[src/cfp_pkg.sv]
// Constants, register map and helper functions of the color fade sequencer.
package cfp_pkg;

	localparam int DEF_FRAC_BITS   = 16;
	localparam int DEF_COUNT_WIDTH = 16;

	localparam int COLOR_W = 24;
	localparam int STEPS_W = 16;
	localparam int PHASE_W = STEPS_W + 1;
	localparam int ADDR_W  = 5;
	localparam int DATA_W  = 32;

	// Register indexes, byte address is 4 * index
	localparam logic [2:0] REG_START_COLOR = 3'd0;
	localparam logic [2:0] REG_END_COLOR   = 3'd1;
	localparam logic [2:0] REG_RAMP_STEPS  = 3'd2;
	localparam logic [2:0] REG_LOOP        = 3'd3;
	localparam logic [2:0] REG_REVERSE     = 3'd4;
	localparam logic [2:0] REG_FRAME_TOTAL = 3'd5;

	localparam logic [COLOR_W-1:0] RST_COLOR = 24'hFFFFFF;
	localparam logic [STEPS_W-1:0] RST_ONE   = 16'd1;

	// Channel indexes
	localparam logic [1:0] CH_RED   = 2'd0;
	localparam logic [1:0] CH_GREEN = 2'd1;
	localparam logic [1:0] CH_BLUE  = 2'd2;

	// Level update applied in one frame tick
	typedef enum logic [1:0] {
		OP_LOAD_START = 2'd0,
		OP_LOAD_END   = 2'd1,
		OP_RAMP       = 2'd2,
		OP_BACK       = 2'd3
	} op_t;

	function automatic logic [7:0] chan_byte(input logic [COLOR_W-1:0] color,
		input logic [1:0] ch);
		logic [7:0] b;
		b = 8'd0;
		case (ch)
			CH_RED:   b = color[23:16];
			CH_GREEN: b = color[15:8];
			CH_BLUE:  b = color[7:0];
			default:  b = 8'd0;
		endcase
		return b;
	endfunction

endpackage

[src/color_fade_sequencer.sv]
// Linear RGB fade sequencer with loop and ping-pong modes, shared divider and adder.
//
//  channel  | signals                                  | direction
//  ---------+------------------------------------------+----------
//  frame in | in_valid, in_ready, restart              | in
//  color out| out_valid, out_ready, red/green/blue_out,| out
//           | frame_index, last_frame                  |
//  config   | psel, penable, pwrite, paddr, pwdata,    | in/out
//           | prdata, pready                           |
//
// A plain frame tick passes from acceptance through one shared add/compare unit, which
// updates red, green and blue in turn, and then the result is registered. A restart tick
// first runs one shared restoring divider, which yields one quotient bit per cycle for
// each channel's step. in_ready is low while a tick is at work and while a finished color
// cannot yet be moved to the output register. Reset is asynchronous; no clearing pass is
// needed.
module color_fade_sequencer import cfp_pkg::*; #(
	parameter int FRAC_BITS   = DEF_FRAC_BITS,
	parameter int COUNT_WIDTH = DEF_COUNT_WIDTH
) (
	input  logic              clk,
	input  logic              arst_n,
	input  logic              psel,
	input  logic              penable,
	input  logic              pwrite,
	input  logic [ADDR_W-1:0] paddr,
	input  logic [DATA_W-1:0] pwdata,
	output logic [DATA_W-1:0] prdata,
	output logic              pready,
	input  logic              in_valid,
	output logic              in_ready,
	input  logic              restart,
	output logic              out_valid,
	input  logic              out_ready,
	output logic [7:0]        red_out,
	output logic [7:0]        green_out,
	output logic [7:0]        blue_out,
	output logic [15:0]       frame_index,
	output logic              last_frame
);

	localparam int LVL_W = 8 + FRAC_BITS;
	localparam int CNT_W = $clog2(LVL_W);
	localparam logic [CNT_W-1:0] CNT_LAST = CNT_W'(LVL_W - 1);

	typedef enum logic [4:0] {
		ST_IDLE = 5'b00001,
		ST_DLOAD = 5'b00010,
		ST_DRUN = 5'b00100,
		ST_UPD = 5'b01000,
		ST_EMIT = 5'b10000
	} state_t;

	state_t state_q;

	// Configuration registers
	logic [COLOR_W-1:0] start_color_q, end_color_q;
	logic [STEPS_W-1:0] ramp_steps_q, frame_total_q;
	logic               loop_q, reverse_q;

	// Sequence state
	logic [PHASE_W-1:0]     phase_q;
	logic [LVL_W-1:0]       level_q [3];
	logic [LVL_W-1:0]       step_mag_q [3];
	logic                   step_neg_q [3];
	logic [COUNT_WIDTH-1:0] counter_q, idx_q;
	logic                   last_q;
	logic [1:0]             chan_q;

	// Divider
	logic [LVL_W-1:0]   div_num_q;
	logic [STEPS_W-1:0] div_rem_q;
	logic [CNT_W-1:0]   div_cnt_q;

	// Output register
	logic       out_valid_q;
	logic [7:0] red_q, green_q, blue_q;
	logic [15:0] findex_q;
	logic       flast_q;

	logic cfg_wr;
	logic in_fire;
	logic [2:0] reg_idx;

	assign pready  = 1'b1;
	assign cfg_wr  = psel & penable & pwrite;
	assign reg_idx = paddr[4:2];
	assign in_ready = (state_q == ST_IDLE);
	assign in_fire  = in_valid & in_ready;

	always_comb begin
		prdata = '0;
		case (reg_idx)
			REG_START_COLOR: prdata = DATA_W'(start_color_q);
			REG_END_COLOR:   prdata = DATA_W'(end_color_q);
			REG_RAMP_STEPS:  prdata = DATA_W'(ramp_steps_q);
			REG_LOOP:        prdata = DATA_W'(loop_q);
			REG_REVERSE:     prdata = DATA_W'(reverse_q);
			REG_FRAME_TOTAL: prdata = DATA_W'(frame_total_q);
			default:         prdata = '0;
		endcase
	end

	always_ff @(posedge clk or negedge arst_n) begin
		if (!arst_n) begin
			start_color_q <= RST_COLOR;
			end_color_q   <= RST_COLOR;
			ramp_steps_q  <= RST_ONE;
			loop_q        <= 1'b0;
			reverse_q     <= 1'b0;
			frame_total_q <= RST_ONE;
		end else if (cfg_wr) begin
			case (reg_idx)
				REG_START_COLOR: start_color_q <= pwdata[COLOR_W-1:0];
				REG_END_COLOR:   end_color_q   <= pwdata[COLOR_W-1:0];
				REG_RAMP_STEPS:  ramp_steps_q  <= pwdata[STEPS_W-1:0];
				REG_LOOP:        loop_q        <= pwdata[0];
				REG_REVERSE:     reverse_q     <= pwdata[0];
				REG_FRAME_TOTAL: frame_total_q <= pwdata[STEPS_W-1:0];
				default: ;
			endcase
		end
	end

	// Live sequence parameters
	logic [STEPS_W-1:0] n_eff, divisor, total_m1;
	logic [PHASE_W-1:0] n_ext, top;
	assign n_eff    = (ramp_steps_q == '0) ? RST_ONE : ramp_steps_q;
	assign divisor  = n_eff - RST_ONE;
	assign n_ext    = {1'b0, n_eff};
	assign top      = {n_eff, 1'b0} - PHASE_W'(2);
	assign total_m1 = ((frame_total_q == '0) ? RST_ONE : frame_total_q) - RST_ONE;

	// Phase sequencer: which update this tick applies and where the phase goes
	op_t                op;
	logic [PHASE_W-1:0] phase_next;
	always_comb begin
		op = OP_LOAD_START;
		phase_next = phase_q;
		priority if (phase_q <= n_ext) begin
			if (phase_q == PHASE_W'(1))
				op = OP_LOAD_START;
			else if (phase_q == n_ext)
				op = OP_LOAD_END;
			else
				op = OP_RAMP;
			phase_next = phase_q + PHASE_W'(1);
		end else if (loop_q) begin
			op = OP_LOAD_START;
			phase_next = PHASE_W'(2);
		end else if (reverse_q) begin
			op = OP_BACK;
			phase_next = (phase_q < top) ? phase_q + PHASE_W'(1) : PHASE_W'(1);
		end else begin
			op = OP_LOAD_START;
			phase_next = phase_q;
		end
	end

	// Shared restoring divider step
	logic [STEPS_W:0]   div_trial;
	logic               div_ge;
	logic [STEPS_W-1:0] div_rem_next;
	logic [LVL_W-1:0]   div_num_next;
	assign div_trial    = {div_rem_q, div_num_q[LVL_W-1]};
	assign div_ge       = div_trial >= {1'b0, divisor};
	assign div_rem_next = div_ge ? STEPS_W'(div_trial - {1'b0, divisor})
		: div_trial[STEPS_W-1:0];
	assign div_num_next = {div_num_q[LVL_W-2:0], div_ge};

	// Step magnitude and sign of the channel entering the divider
	logic [7:0]       s_byte, e_byte;
	logic             dl_neg;
	logic [LVL_W-1:0] dl_mag;
	assign s_byte = chan_byte(start_color_q, chan_q);
	assign e_byte = chan_byte(end_color_q, chan_q);
	assign dl_neg = s_byte < e_byte;
	assign dl_mag = LVL_W'(dl_neg ? (e_byte - s_byte) : (s_byte - e_byte)) << FRAC_BITS;

	// Shared level update unit
	logic [LVL_W-1:0] lvl_cur, mag_cur, lvl_new;
	logic [LVL_W:0]   lvl_sum;
	logic             do_sub;
	assign lvl_cur = level_q[chan_q];
	assign mag_cur = step_mag_q[chan_q];
	assign do_sub  = (op == OP_RAMP) ? !step_neg_q[chan_q] : step_neg_q[chan_q];
	assign lvl_sum = {1'b0, lvl_cur} + {1'b0, mag_cur};
	always_comb begin
		lvl_new = lvl_cur;
		unique case (op)
			OP_LOAD_START: lvl_new = LVL_W'(s_byte) << FRAC_BITS;
			OP_LOAD_END:   lvl_new = LVL_W'(e_byte) << FRAC_BITS;
			OP_RAMP, OP_BACK: begin
				if (do_sub)
					lvl_new = (mag_cur > lvl_cur) ? '0 : lvl_cur - mag_cur;
				else
					lvl_new = lvl_sum[LVL_W] ? '1 : lvl_sum[LVL_W-1:0];
			end
		endcase
	end

	logic out_free;
	assign out_free = !out_valid_q || out_ready;

	always_ff @(posedge clk or negedge arst_n) begin
		if (!arst_n) begin
			state_q     <= ST_IDLE;
			phase_q     <= PHASE_W'(1);
			counter_q   <= '0;
			idx_q       <= '0;
			last_q      <= 1'b0;
			chan_q      <= CH_RED;
			div_num_q   <= '0;
			div_rem_q   <= '0;
			div_cnt_q   <= '0;
			for (int k = 0; k < 3; k++) begin
				level_q[k]    <= '0;
				step_mag_q[k] <= '0;
				step_neg_q[k] <= 1'b0;
			end
		end else begin
			unique case (state_q)
				ST_IDLE: begin
					if (in_fire) begin
						chan_q <= CH_RED;
						if (restart) begin
							idx_q     <= '0;
							counter_q <= COUNT_WIDTH'(1);
							last_q    <= (total_m1 == '0);
							phase_q   <= PHASE_W'(1);
							state_q   <= ST_DLOAD;
						end else begin
							idx_q     <= counter_q;
							counter_q <= counter_q + COUNT_WIDTH'(1);
							last_q    <= (32'(counter_q) == 32'(total_m1));
							state_q   <= ST_UPD;
						end
					end
				end
				ST_DLOAD: begin
					div_num_q          <= dl_mag;
					div_rem_q          <= '0;
					div_cnt_q          <= CNT_LAST;
					step_neg_q[chan_q] <= dl_neg;
					state_q            <= ST_DRUN;
				end
				ST_DRUN: begin
					div_num_q <= div_num_next;
					div_rem_q <= div_rem_next;
					div_cnt_q <= div_cnt_q - CNT_W'(1);
					if (div_cnt_q == '0) begin
						// single-step ramp keeps a zero step
						step_mag_q[chan_q] <= (divisor == '0) ? '0 : div_num_next;
						if (chan_q == CH_BLUE) begin
							chan_q  <= CH_RED;
							state_q <= ST_UPD;
						end else begin
							chan_q  <= chan_q + 2'd1;
							state_q <= ST_DLOAD;
						end
					end
				end
				ST_UPD: begin
					level_q[chan_q] <= lvl_new;
					if (chan_q == CH_BLUE) begin
						phase_q <= phase_next;
						chan_q  <= CH_RED;
						state_q <= ST_EMIT;
					end else begin
						chan_q <= chan_q + 2'd1;
					end
				end
				ST_EMIT: begin
					if (out_free)
						state_q <= ST_IDLE;
				end
			endcase
		end
	end

	// Raise valid on a new result, drop it once the transaction is taken
	always_ff @(posedge clk or negedge arst_n) begin
		if (!arst_n) begin
			out_valid_q <= 1'b0;
		end else if (state_q == ST_EMIT && out_free) begin
			out_valid_q <= 1'b1;
		end else if (out_ready) begin
			out_valid_q <= 1'b0;
		end
	end

	// Output payload, loaded when the result register takes a new transaction
	always_ff @(posedge clk) begin
		if (state_q == ST_EMIT && out_free) begin
			red_q    <= level_q[0][LVL_W-1:FRAC_BITS];
			green_q  <= level_q[1][LVL_W-1:FRAC_BITS];
			blue_q   <= level_q[2][LVL_W-1:FRAC_BITS];
			findex_q <= 16'(idx_q);
			flast_q  <= last_q;
		end
	end

	assign out_valid   = out_valid_q;
	assign red_out     = red_q;
	assign green_out   = green_q;
	assign blue_out    = blue_q;
	assign frame_index = findex_q;
	assign last_frame  = flast_q;

endmodule

[config.mk]
export PLATFORM = sky130hd
export DESIGN_NAME = color_fade_sequencer
export DESIGN_NICKNAME = d
export VERILOG_FILES = /design/src/cfp_pkg.sv /design/src/color_fade_sequencer.sv
export SDC_FILE = /design/constraint.sdc
export NUM_CORES = 1
export LEC_CHECK = 0
export BUFFER_PORTS_ARGS = -buffer_cell sky130_fd_sc_hd__buf_2
export CORE_UTILIZATION = 55
export CTS_BUF_LIST = sky130_fd_sc_hd__clkbuf_16
export DETAILED_ROUTE_END_ITERATION = 7
export GPL_ROUTABILITY_DRIVEN = 1
export PLACE_DENSITY_LB_ADDON = 0.25
export SLEW_MARGIN = 20
export SYNTH_ARGS = -nofsm -noshare
export SYNTH_HDL_FRONTEND = slang
export SYNTH_SLANG_ARGS = --single-unit
[constraint.sdc]
create_clock -name clk -period 8.1 [get_ports clk]
set_clock_uncertainty 0.05 [all_clocks]
set_input_delay 1.62 -clock clk [delete_from_list [all_inputs] [get_ports clk]]
set_output_delay 1.62 -clock clk [all_outputs]
set_load 0.05 [all_outputs]
=== After elaboration in Yosys (flattened, before gate mapping) ===
Index checks and enable logic that the tools add are counted.

* Word-level logic and storage cells: 167
* Input port bits: 45
* Output and inout bits: 76
* Register bits after elaboration: 373

* Add/subtract/negate cells: 12
* Reductions and logical operators: 29
* Mux-type cells: 61
* Eq/ne operators: 24
* Magnitude comparators: 7
* Bitwise gates (word level): 4

{| class="wikitable"
|+ Operators by type and width
! cell !! count
|-
| 2-to-1 mux 24 bit || 9
|-
| bitwise mux 72 bit || 2
|-
| case mux 24 bit (6 select lines) || 1
|-
| 2-to-1 mux 17 bit || 7
|-
| binary-select mux 24 bit (select 2 bit) || 2
|-
| 2-to-1 mux 16 bit || 5
|-
| case mux 24 bit (3 select lines) || 1
|-
| logical NOT 16 bit || 4
|-
| demux 24 bit (select 2 bit) || 1
|-
| case mux 24 bit (2 select lines) || 1
|-
| case mux 8 bit (3 select lines) || 2
|-
| case mux 17 bit (2 select lines) || 1
|-
| case mux 16 bit (2 select lines) || 1
|-
| subtractor 16 x 1 -> 16 bit (second input constant) || 2
|-
| adder 24 x 24 -> 25 bit || 1
|-
| case mux 5 bit (5 select lines) || 1
|-
| greater-than comparator 24 bit || 1
|-
| subtractor 24 bit || 1
|-
| 2-to-1 mux 5 bit || 4
|-
| adder 17 x 1 -> 17 bit (second input constant) || 1
|-
| equality test 17 x 1 -> 1 bit (second input constant) || 1
|-
| equality test 17 x 16 -> 1 bit || 1
|-
| greater-or-equal comparator 17 x 16 -> 1 bit || 1
|-
| less-or-equal comparator 17 x 16 -> 1 bit || 1
|-
| other kinds (48) || 85
|}

=== Longest topological paths before layout ===
Gate-level depths: netlist (run 1).

* Word-level depth: 11
* Depth in mapped cells: 22
* Depth with buffers taken out: 20

=== Least setup slack after synthesis (run 1) ===
OpenSTA, ideal clock, no wires.

* Path type: input port to output port
* Start point: input paddr[2]
* End point: output prdata[15]
* Path slack: 2974 ps
* Path buffers: 3
* Arrival time: 3456 ps
* Stages: 6
* Path through: clkbuf_1 nor3b_1 clkbuf_1 clkbuf_1 a22oi_1 o221ai_1

* Longest elaborated chain between the ends: 2

{| class="wikitable"
|+ RTL lines
! element !! RTL line !! source
|-
| start: declaration || color_fade_sequencer.sv:26 || <nowiki>input logic [ADDR_W-1:0] paddr,</nowiki>
|-
| equality test 3 bit, or another cell as far along || color_fade_sequencer.sv:93 || <nowiki>case (reg_idx)</nowiki>
|-
| case mux 24 bit (6 select lines) * || color_fade_sequencer.sv:93 ||
|-
| end: declaration || color_fade_sequencer.sv:28 || <nowiki>output logic [DATA_W-1:0] prdata,</nowiki>
|}

Every way passes the cells marked *; elsewhere a longest branch is shown, timed or not.

=== Final worst setup path (run 1) ===
* Start point: register chan_q[1]
* End point: register level_q[41] (netlist bit)

* Longest elaborated chain between the ends: 9

{| class="wikitable"
|+ RTL lines
! element !! RTL line !! source
|-
| start: declaration || color_fade_sequencer.sv:68 || <nowiki>logic [1:0] chan_q;</nowiki>
|-
| start signal: assignment || color_fade_sequencer.sv:258 || <nowiki>chan_q <= chan_q + 2'd1;</nowiki>
|-
| start signal: assignment || color_fade_sequencer.sv:270 || <nowiki>chan_q <= chan_q + 2'd1;</nowiki>
|-
| inverter 2 -> 3 bit (not written as such) || n/a ||
|-
| binary-select mux 24 bit (select 2 bit), or another cell as far along || color_fade_sequencer.sv:184 || <nowiki>assign lvl_cur = level_q[chan_q];</nowiki>
|-
| 2-to-1 mux 24 bit (not written as such), or another cell as far along (2 in a row) || color_fade_sequencer.sv:184 ||
|-
| adder 24 x 24 -> 25 bit, or another cell as far along || color_fade_sequencer.sv:187 || <nowiki>assign lvl_sum = {1'b0, lvl_cur} + {1'b0, mag_cur};</nowiki>
|-
| 2-to-1 mux 24 bit, or another cell as far along || color_fade_sequencer.sv:197 || <nowiki>lvl_new = lvl_sum[LVL_W] ? '1 : lvl_sum[LVL_W-1:0];</nowiki>
|-
| 2-to-1 mux 24 bit || color_fade_sequencer.sv:194 || <nowiki>if (do_sub)</nowiki>
|-
| case mux 24 bit (3 select lines) || color_fade_sequencer.sv:190 || <nowiki>unique case (op)</nowiki>
|-
| bitwise mux 72 bit * || color_fade_sequencer.sv:264 || <nowiki>level_q[chan_q] <= lvl_new;</nowiki>
|-
| end signal: indexed assignment || color_fade_sequencer.sv:264 ||
|-
| end: declaration || color_fade_sequencer.sv:63 || <nowiki>logic [LVL_W-1:0] level_q [3];</nowiki>
|}

Every way passes the cells marked *; elsewhere a longest branch is shown, timed or not. The select of a mux whose other input is x is not followed.
A chain may end at the register's enable or synchronous reset.

==> out/metrics.cfg, run 1 <==
[setup_path]
cp.required_ns=8.50
r2r.worst_path.cells=18
path_max_fanout=30
start_kind=register
slowest_delay_ns=0.80
timing.rr.end=level_q[41]
arrival_ns=6.00
r2r-start=chan_q[1]
slowest_stage=dfrtp_4
crit_chain=buf_4 > mux2i_1 > nor2_1 > a21oi_1 > inv_1 > ha_1 > inv_1 > fa_1 > nor2_1 > o311a_1 > a21oi_1 > a31oi_2 > o2111ai_2 > a31o_2 > nand2_1 > o221ai_1 > o211ai_1 > mux2_2
end_kind=register
critical_path_class=register to register
reg2reg_slack_ns=2.50

[floorplanning]
die_area_um2=41400
ios=121
die_w_um=203
rows=73
die_h_um=203
coreArea_um2=39900
start_util_pct=55.9

[layout]
final_cell_mix=285 x nand2_1, 278 x dfrtp_1, 188 x o21ai_0, 128 x nor2_1
multi_input_area_um2=11800
ff_latch_area_um2=9610
finalNetCount=2517
final_common_cell=nand2_1
drive_gt1_share_pct=17.3
synthToLayoutAreaGrowth_pct=9.73
final.fill_count=3348

[flow_run]
maxCapViolations=0

[logic_synthesis]
synth.distinct_cells=96
synth_top_area_share_pct=31.4
yosysWarnings=0
synthTopCellsByArea=dfrtp_1 31%, ha_1 6.3%, mux2_2 6.2%
ys_seq_area_share_pct=43.0
avgSynthCellArea_um2=9.67
ys.flop_type=dfrtp_1
synth-seq-cells=373
synth_async_sr_flop_share_pct=89.0
synth_top_cell_by_area=dfrtp_1
synth_edf_count=41
syn_area_um2=22300
syn_inst=2308

[clocking]
postCtsSetupRepairBufs=0
cts-root-buf=clkbuf_16
numCtsBuffers=40
cts_max_path_buffers=3
cts_tree=yes
cts.htree.levels=2
path_clk_slew_ns=0.07
clock_latency_ns=0.59
cts.sinks=373
cts_resized=0
postCtsHoldBufs=0

[power]
comb_power_share_pct=49.0
clkPwrFrac_pct=20.3
seqPwrFrac_pct=30.7
p_per_area_nw_per_um2=352
power.total_mw=8.62
switching_share_pct=44.3
p_switching_mw=3.82
p_leak_nw=11.1
irDropWorstVdd_v=0.000211
p_int_mw=4.80

[sta]
fin_crit_sh_pct=69.1
tightest_slew_ns=1.06
slew_headroom_pct=29.4
final-setup-viol-count=0
fin_crit_ns=5.60
fmax_mhz=179
fin_ws_ns=2.50
tns_ns=0
rsz0062_at_grt=no
hold_violations=0
maxSlewViolCount=0

[route]
drt_pre_antenna_iters=5
dr.first_iter.drc_count=1284
drc=0
post_drt_wl_per_cell_um=20.3
ant_nets=0
via_count=18100
viasPerCell=6.22
routed_wl_mm=59.3

[placement]
hpwl_mm=41.6
place_ws_ns=2.61
portBuffers=101
place.gp.congestion=0.924

[hold_path]
hold_class=register to register
min_to=frame_index[6]
hold_depth=0
hold_path_startpoint=idx_q[6]

[global_routing]
grt.total_usage_pct=28.8
grt_overflow=0
grt_max_degree=167
antenna_found_initial=2
first_global_vias=17400
grt_pass1_wl_mm=94.4

[run_status]
status=finished, final reports clean

[power by group through the flow]
stage                     logic, mW  registers [mW]  clock network, mW
final                          4.22            2.65               1.75
after floorplan                3.08            2.59                  0
after CTS                      4.16            2.64               1.78
after detailed placement       4.13            2.67                  0
after global placement         4.06            2.65                  0
after global routing           4.61            2.70               1.85
[registers in the layout, indices dropped and copies added, names as in the netlist, 17 cells and up]
register and count:
level_q 72, phase_q 17, end_color_q 24, step_mag_q 72, div_num_q 24, start_color_q 24
[per-stage QoR]
step | cell area, um^2 | utilization [%] | hold slack [ns] | instances
after floorplan | 22300 | - | 0.375 | 2315
after global placement | 23200 | 58.1 | 0.382 | 2837
after detailed placement | 23200 | 58.1 | 0.383 | 2837
after CTS | 24400 | 61.2 | 0.401 | 2911
after global routing | 24500 | 61.3 | 0.410 | 2914
final | 24500 | 61.3 | 0.399 | 2914
[kinds of logic (layout without fill, tap and decap cells)]
kind of cell,Yosys count,after routing,synth area share [%]
fa+ha+maj,119,119,6.82
other cells,2,11,0.0337
flops,373,373,43.0
compound gates,614,614,18.2
mux,201,201,9.71
simple gates,680,680,14.6
xor+xnor,75,75,3.11
buf+inv,244,316,4.47
[area by class of cell]
| type | count | area share (%) |
|---|---|---|
| well taps | 525 | 2.68 |
| flip-flops and latches | 373 | 39.2 |
| repair buffers | 130 | 3.13 |
| clock buffers | 40 | 4.09 |
| diodes | 2 | 0.0204 |
| inverters | 112 | 1.72 |
| multi-input cells | 1698 | 48.1 |
| clock inverters | 34 | 0.971 |
[layer usage]
| layer | global-route usage (%) | part of all wire (%) | routed length, um | up-vias |
|---|---|---|---|---|
| met4 | 9.61 | 3.0 | 1780 | 0 |
| met1 | 41.1 | 45 | 26600 | 8979 |
| met2 | 44.5 | 45 | 26900 | 602 |
| li1 | - | - | - | 8427 |
| met5 | 0 | 0 | 0 | - |
| met3 | 4.67 | 6.6 | 3920 | 112 |
[worst max path at each step]
stage,start,endpoint,slack (ns),cells past startpoint
floorplan,paddr[2],prdata[15],2.97,6
global placement,chan_q[1],level_q[17],2.68,18
detailed placement,chan_q[1],level_q[17],2.61,18
CTS,chan_q[1],level_q[17],2.53,18
global route,chan_q[1],level_q[41],2.26,18
finish,chan_q[1],level_q[41],2.50,18
[worst max-delay path, delay by kind of cell (launching register included)]
kind / cells / cell delay [ns]
adders and majority gates: 2 / 0.42
buffers and inverters: 3 / 0.64
and+or+nand+nor: 3 / 0.61
AOI/OAI and AO/OA: 8 / 2.28
DFF: 1 / 0.80
muxes: 2 / 0.57
[cell usage after synthesis, types with 24 or more instances]
cell type and number:
a21oi_1 123, a221o_1 26, a22o_1 37, clkbuf_1 97
dfrtp_1 280, dfstp_2 52, edfxtp_1 41, ha_1 112
inv_1 112, mux2_2 123, mux2i_1 77, nand2_1 285
nand3_1 37, nand3b_1 24, nor2_1 131, nor3_1 35
nor4_1 25, o21ai_0 188, o21ai_1 26, xnor2_1 42
xor2_1 29
No activity file was read; power rests on OpenSTA's default activity.
==> inputs of run 2 (changes only) <==
clock period = 5 ns   (was 8.1 ns; I/O delays follow)
==> run 2 against run 1 <==
  * First-iteration DRC count is 16% higher
  * Critical endpoint is now level_q[17]
  * Count of clock-buffer cells in the layout is 4 higher
  * Highest routed layer unchanged
  * Critical path depth is 3 lower
  * Core utilization is 1.1 points higher
  * Total power is 66% higher
  * Largest cell class unchanged
  * Cell count is 1.5% higher
  * Sequential power is 61% higher
==> out/metrics.cfg, run 2 (synthesized netlist as in run 1, its figures left out) <==
[run_status]
status=finished, final reports clean

[setup_path]
slowest_delay_ns=0.70  ; -0.10 ns
slowest_stage=dfrtp_4
path_delay_family=compound AO/OA/AOI/OAI gates
critical_path_class=register to register
arrival_ns=5.25  ; -0.75 ns
cp.depth=15  ; -3
r2r.worst_path.cells=15  ; -3
end_kind=register
path_buf_inv=1  ; -2
crit_chain=buf_4 > mux2i_1 > nor2_1 > a21oi_1 > ha_1 > o21a_1 > o211ai_1 > o31ai_2 > nand3b_1 > a31oi_1 > nand3_1 > a311oi_4 > o221ai_1 > o211ai_1 > mux2_2
crit_path_frequent_cell=o211ai_1
start_kind=register
path_max_fanout=19  ; -37%
cp.required_ns=5.47  ; -3.03 ns

[sta]
fmax_mhz=209  ; +17%
final-setup-viol-count=0  ; unchanged
fin_crit_ns=4.78  ; -0.817 ns
maxSlewViolCount=0  ; unchanged
tns_ns=0  ; unchanged
rsz0062_at_grt=no
slew_headroom_pct=39.7  ; +10 points
tightest_slew_ns=0.892  ; -0.167 ns
holdWs_ns=0.398  ; -0.00196 ns
hold_violations=0  ; unchanged
fin_crit_sh_pct=95.6  ; +27 points

[layout]
final_cell_mix=285 x nand2_1, 278 x dfrtp_1, 188 x o21ai_0, 128 x nor2_1, 126 x inv_1
final_common_cell=nand2_1
top_regs=level_q x72, step_mag_q x72
diodes=0  ; -2
synthToLayoutAreaGrowth_pct=11.7
finalNetCount=2562  ; +1.8%
drive_gt1_share_pct=18.9  ; +1.6 points
final_util_pct=62.4  ; +1.1 points
instances_no_fill=2958  ; +1.5%

[route]
routed_wl_mm=59.8  ; +0.90%
dr.first_iter.drc_count=1495  ; +16%
drt_pre_antenna_iters=8  ; +3
via_count=18100  ; -0.30%
post_drt_wl_per_cell_um=20.2  ; -0.60%
ant_nets=0  ; unchanged
viasPerCell=6.11  ; -1.8%
drc=0  ; unchanged

[global_routing]
first_global_vias=17400  ; +0.32%
grt_max_degree=102  ; -39%
antenna_found_initial=0  ; -2
grt_overflow=0  ; unchanged
grt.total_usage_pct=29.2  ; +0.40 points
grt_pass1_wl_mm=95.5  ; +1.1%

[power]
irDropWorstVdd_v=0.000367  ; +74%
p_per_area_nw_per_um2=574  ; +63%
p_leak_nw=11.4  ; +2.7%

[placement]
hpwl_mm=43.0  ; +3.2%
portBuffers=101  ; unchanged
place_inst=2880  ; +1.5%
place.gp.congestion=0.944  ; +2.2%

[clocking]
postCtsSetupRepairBufs=0  ; unchanged
path_clk_slew_ns=0.06  ; about the same
cts-root-buf=clkbuf_16
cts_max_path_buffers=3  ; unchanged
cts.sinks=373  ; unchanged
numCtsBuffers=42  ; +5.0%
cts.htree.levels=2  ; unchanged
cts_tree=yes
postCtsHoldBufs=0  ; unchanged
clock_latency_ns=0.58  ; about the same

[floorplanning]
die_h_um=203  ; unchanged
die_w_um=203  ; unchanged
start_util_pct=55.9  ; unchanged
die_area_um2=41400  ; unchanged
coreArea_um2=39900  ; unchanged
rows=73  ; unchanged
ios=121  ; unchanged

[hold_path]
hold_class=input pin to async pin

[flow_run]
maxCapViolations=0  ; unchanged

## run 2: cell types whose count changed in the layout (fill, tap and decap cells not counted), sizes merged
cell	before	now
buf	130	173
bufinv	1	2
clkbuf	40	44
clkinv	20	10
diode	2	0
inv	121	129
## run 2: path summary, 6_finish.rpt
kind,start,endpoint,slack [ns]
max reg2reg,chan_q[1],level_q[17],0.22
min reg2reg,idx_q[13],frame_index[13],0.40
min in group clk,idx_q[13],frame_index[13],0.40
max,chan_q[1],level_q[17],0.22
min,arst_n,phase_q[5],0.40
max in group asynchronous,arst_n,level_q[36],3.38
## run 2: what timing repair did
| item | in CTS | in global routing |
|---|---|---|
| gates resized for setup | 0 | 5 |
| endpoints found under the hold margin | 0 | 0 |
| setup endpoints to repair | 0 | 30 |
## run 2: worst reg2reg max path, stage by stage (launching register included)
cell      delay [ns]
dfrtp_4         0.70
buf_4           0.29
mux2i_1         0.20
nor2_1          0.06
a21oi_1         0.35
ha_1            0.26
o21a_1          0.18
o211ai_1        0.17
o31ai_2         0.47
nand3b_1        0.19
a31oi_1         0.38
nand3_1         0.21
a311oi_4        0.45
o221ai_1        0.23
o211ai_1        0.31
mux2_2          0.26
## run 2: power breakdown
part	total [mW]	switching (mW)	internal (mW)	leakage, nW
Combinational	7.07	4.35	2.72	6.06
Clock	2.97	1.27	1.70	0.694
Sequential	4.26	0.565	3.70	4.68
## run 2: per-layer routing
layer	GRT usage, %	vias up	share of wire, %
met5	0	-	0
li1	-	8524	-
met4	8.46	0	2.3
met2	46.0	529	46
met3	4.97	91	6.0
met1	41.3	8922	46
## run 2: layout make-up
| type | count | area [um^2] |
|---|---|---|
| multi-input cells | 1698 | 11800 |
| clock inverters | 33 | 224 |
| inverters | 112 | 420 |
| clock buffers | 44 | 1100 |
| well taps | 525 | 657 |
| repair buffers | 173 | 1130 |
| flip-flops and latches | 373 | 9610 |
| fillers | 3237 | 15000 |
## run 2: metrics by stage
stage / area (um^2) / worst slack (ns) / power (mW)
after floorplan: 22300 / 0.316 / 9.19
after global routing: 24900 / 0.0119 / 15.2
final: 24900 / 0.218 / 14.3
after global placement: 23600 / 0.274 / 11.1
after detailed placement: 23600 / 0.218 / 11.2
after CTS: 24900 / 0.188 / 14.2
==> inputs of run 3 (changes only) <==
ABC_CLOCK_PERIOD_IN_PS = 5000   (was not set)
CELL_PAD_IN_SITES_DETAIL_PLACEMENT = 1   (was not set)
CELL_PAD_IN_SITES_GLOBAL_PLACEMENT = 1   (was not set)
CORE_UTILIZATION = 44   (was 55)
PLACE_DENSITY = 0.84   (was not set)
PLACE_DENSITY_LB_ADDON = not set   (was 0.25)
==> run 3 against run 2 <==
  * Sequential share of layout area fell by 0.55 points
  * Flip-flop and latch count stayed put
  * Non-clock buffer count up 6
  * Clock power is 7.4% higher
  * Critical path depth decreased by 1
  * Worst hold slack improved by 0.0041 ns
  * Cell area grew 1.5%
  * Critical endpoint is now level_q[21]
==> out/metrics.cfg, run 3 (synthesized netlist as in run 1, its figures left out) <==
[route]
m1WireLength_mm=30.5  ; +11%
wl_met3_mm=3.65  ; +2.1%
met2_length_mm=34.2  ; +25%
routed_wl_mm=70.5  ; +18%
drt_pre_antenna_iters=6  ; -2
via_count=18800  ; +3.8%
ant_nets=0  ; unchanged
post_drt_wl_per_cell_um=22.6  ; +12%
drc=0  ; unchanged
viasPerCell=6.02  ; -1.4%
dr.first_iter.drc_count=1229  ; -18%
top_layer=met4

[sta]
hold_violations=0  ; unchanged
maxSlewViolCount=0  ; unchanged
fin_crit_ns=4.82  ; +0.0422 ns
final-setup-viol-count=0  ; unchanged
fmax_mhz=207  ; -0.87%
fin_crit_sh_pct=96.5  ; +0.84 points
holdWs_ns=0.402  ; +0.00413 ns
slew_headroom_pct=37.4  ; -2.4 points
tightest_slew_ns=0.939  ; +0.0472 ns

[power]
irDropWorstVdd_v=0.000330  ; -9.9%
power.total_mw=14.9  ; +4.2%
seqPwrFrac_pct=28.9  ; -0.9 points
clkPwrFrac_pct=21.4  ; +0.6 points
comb_power_share_pct=49.7  ; +0.3 points
p_int_mw=8.38  ; +3.2%
p_switching_mw=6.53  ; +5.6%
p_per_area_nw_per_um2=590  ; +2.7%
p_leak_nw=11.5  ; +0.66%
switching_share_pct=43.8  ; +0.58 points

[layout]
finalNetCount=2569  ; +0.27%
final_util_pct=50.5  ; -12 points
final.fill_count=5665  ; +75%
drive_gt1_share_pct=19.3  ; +0.35 points
final_cell_mix=285 x nand2_1, 278 x dfrtp_1, 186 x o21ai_0, 127 x nor2_1
synthToLayoutAreaGrowth_pct=13.3
final_common_cell=nand2_1
top_regs=level_q x72, step_mag_q x72

[floorplanning]
die_area_um2=51600  ; +25%
coreArea_um2=50100  ; +25%
ios=121  ; unchanged
rows=82  ; +12%
die_h_um=227  ; +12%
die_w_um=227  ; +12%
start_util_pct=44.6  ; -11 points

[clocking]
path_clk_slew_ns=0.06  ; about the same
numCtsBuffers=43  ; +2.4%
postCtsHoldBufs=0  ; unchanged
cts_max_path_buffers=3  ; unchanged
clock_latency_ns=0.59  ; about the same
cts_tree=yes
cts.sinks=373  ; unchanged
cts-root-buf=clkbuf_16
cts.htree.levels=2  ; unchanged

[setup_path]
timing.rr.end=level_q[21]
path_max_fanout=19  ; unchanged
reg2reg_slack_ns=0.18  ; -0.04 ns
arrival_ns=5.24  ; about the same
critical_path_class=register to register
r2r.worst_path.cells=14  ; -1
start_kind=register
r2r-start=chan_q[1]
cp.required_ns=5.42  ; -0.05 ns
end_kind=register

[global_routing]
first_global_vias=20000  ; +15%
grt_max_degree=115  ; +13%
grt_pass1_wl_mm=112  ; +17%
grt_overflow=0  ; unchanged
antenna_found_initial=2  ; +2
grt.total_usage_pct=27.7  ; -1.5 points

[hold_path]
hold_depth=0
min_to=frame_index[10]
hold_path_startpoint=idx_q[10]
hold_class=register to register

[run_status]
status=finished, final reports clean

[flow_run]
maxCapViolations=0  ; unchanged

[placement]
hpwl_mm=50.1  ; +17%
place.gp.congestion=0.965  ; +2.2%
portBuffers=101  ; unchanged

## run 3: layout make-up
class	instances	area [um^2]	share of cell area, %
antenna	2	5.00	0.0198
timing repair buffer	179	1160	4.59
sequential	373	9610	38.0
clock inverter	35	304	1.20
multi-input combinational	1698	11800	46.8
inverter	112	420	1.66
tap	672	841	3.33
clock buffer	44	1100	4.35
## run 3: worst max-delay path by stage
stage	slack, ns	from	end
floorplan	0.32	chan_q[1]	level_q[18]
global placement	0.30	ramp_steps_q[0]	step_mag_q[0]
detailed placement	0.17	ramp_steps_q[0]	step_mag_q[0]
CTS	0.12	ramp_steps_q[0]	step_mag_q[0]
global route	-0.03	ramp_steps_q[10]	phase_q[3]
finish	0.18	chan_q[1]	level_q[21]
## run 3: repair_timing
action	in CTS	in global routing
resized for setup	0	16
setup endpoints to repair	0	57
setup buffers	0	6
## run 3: power by group through the flow
stage / clock network [mW] / registers (mW) / logic, mW
2_1_floorplan: 0 / 4.19 / 5.00
3_3_place_gp: 0 / 4.27 / 6.92
3_5_place_dp: 0 / 4.33 / 7.19
4_1_cts: 3.24 / 4.29 / 7.29
5_1_grt: 3.35 / 4.38 / 8.05
6_report: 3.19 / 4.31 / 7.41
## run 3: per-layer routing
| metal | track usage, % | vias up |
|---|---|---|
| li1 | - | 8525 |
| met1 | 35.8 | 9597 |
| met2 | 46.8 | 487 |
| met3 | 4.70 | 148 |
| met4 | 9.16 | 0 |
| met5 | 0 | - |
## run 3: worst max-delay path, cell delays in order (launching register included)
cell       delay, ns
dfrtp_4         0.65
buf_4           0.42
mux2i_1         0.23
o21ai_0         0.16
ha_1            0.43
nor2_1          0.10
o311a_1         0.34
a21oi_1         0.22
a31oi_2         0.16
o2111ai_2       0.27
a31o_2          0.24
and2_1          0.69
o2111a_1        0.33
o21bai_1        0.13
mux2_2          0.31
## run 3: per-stage QoR
stage | instances | TNS [ns] | area (um^2) | setup slack, ns
after global routing | 3113 | -0.0797 | 25300 | -0.0314
after global placement | 3027 | 0 | 23800 | 0.296
after CTS | 3106 | 0 | 25200 | 0.125
after detailed placement | 3027 | 0 | 23800 | 0.171
after floorplan | 2315 | 0 | 22300 | 0.316
final | 3115 | 0 | 25300 | 0.176
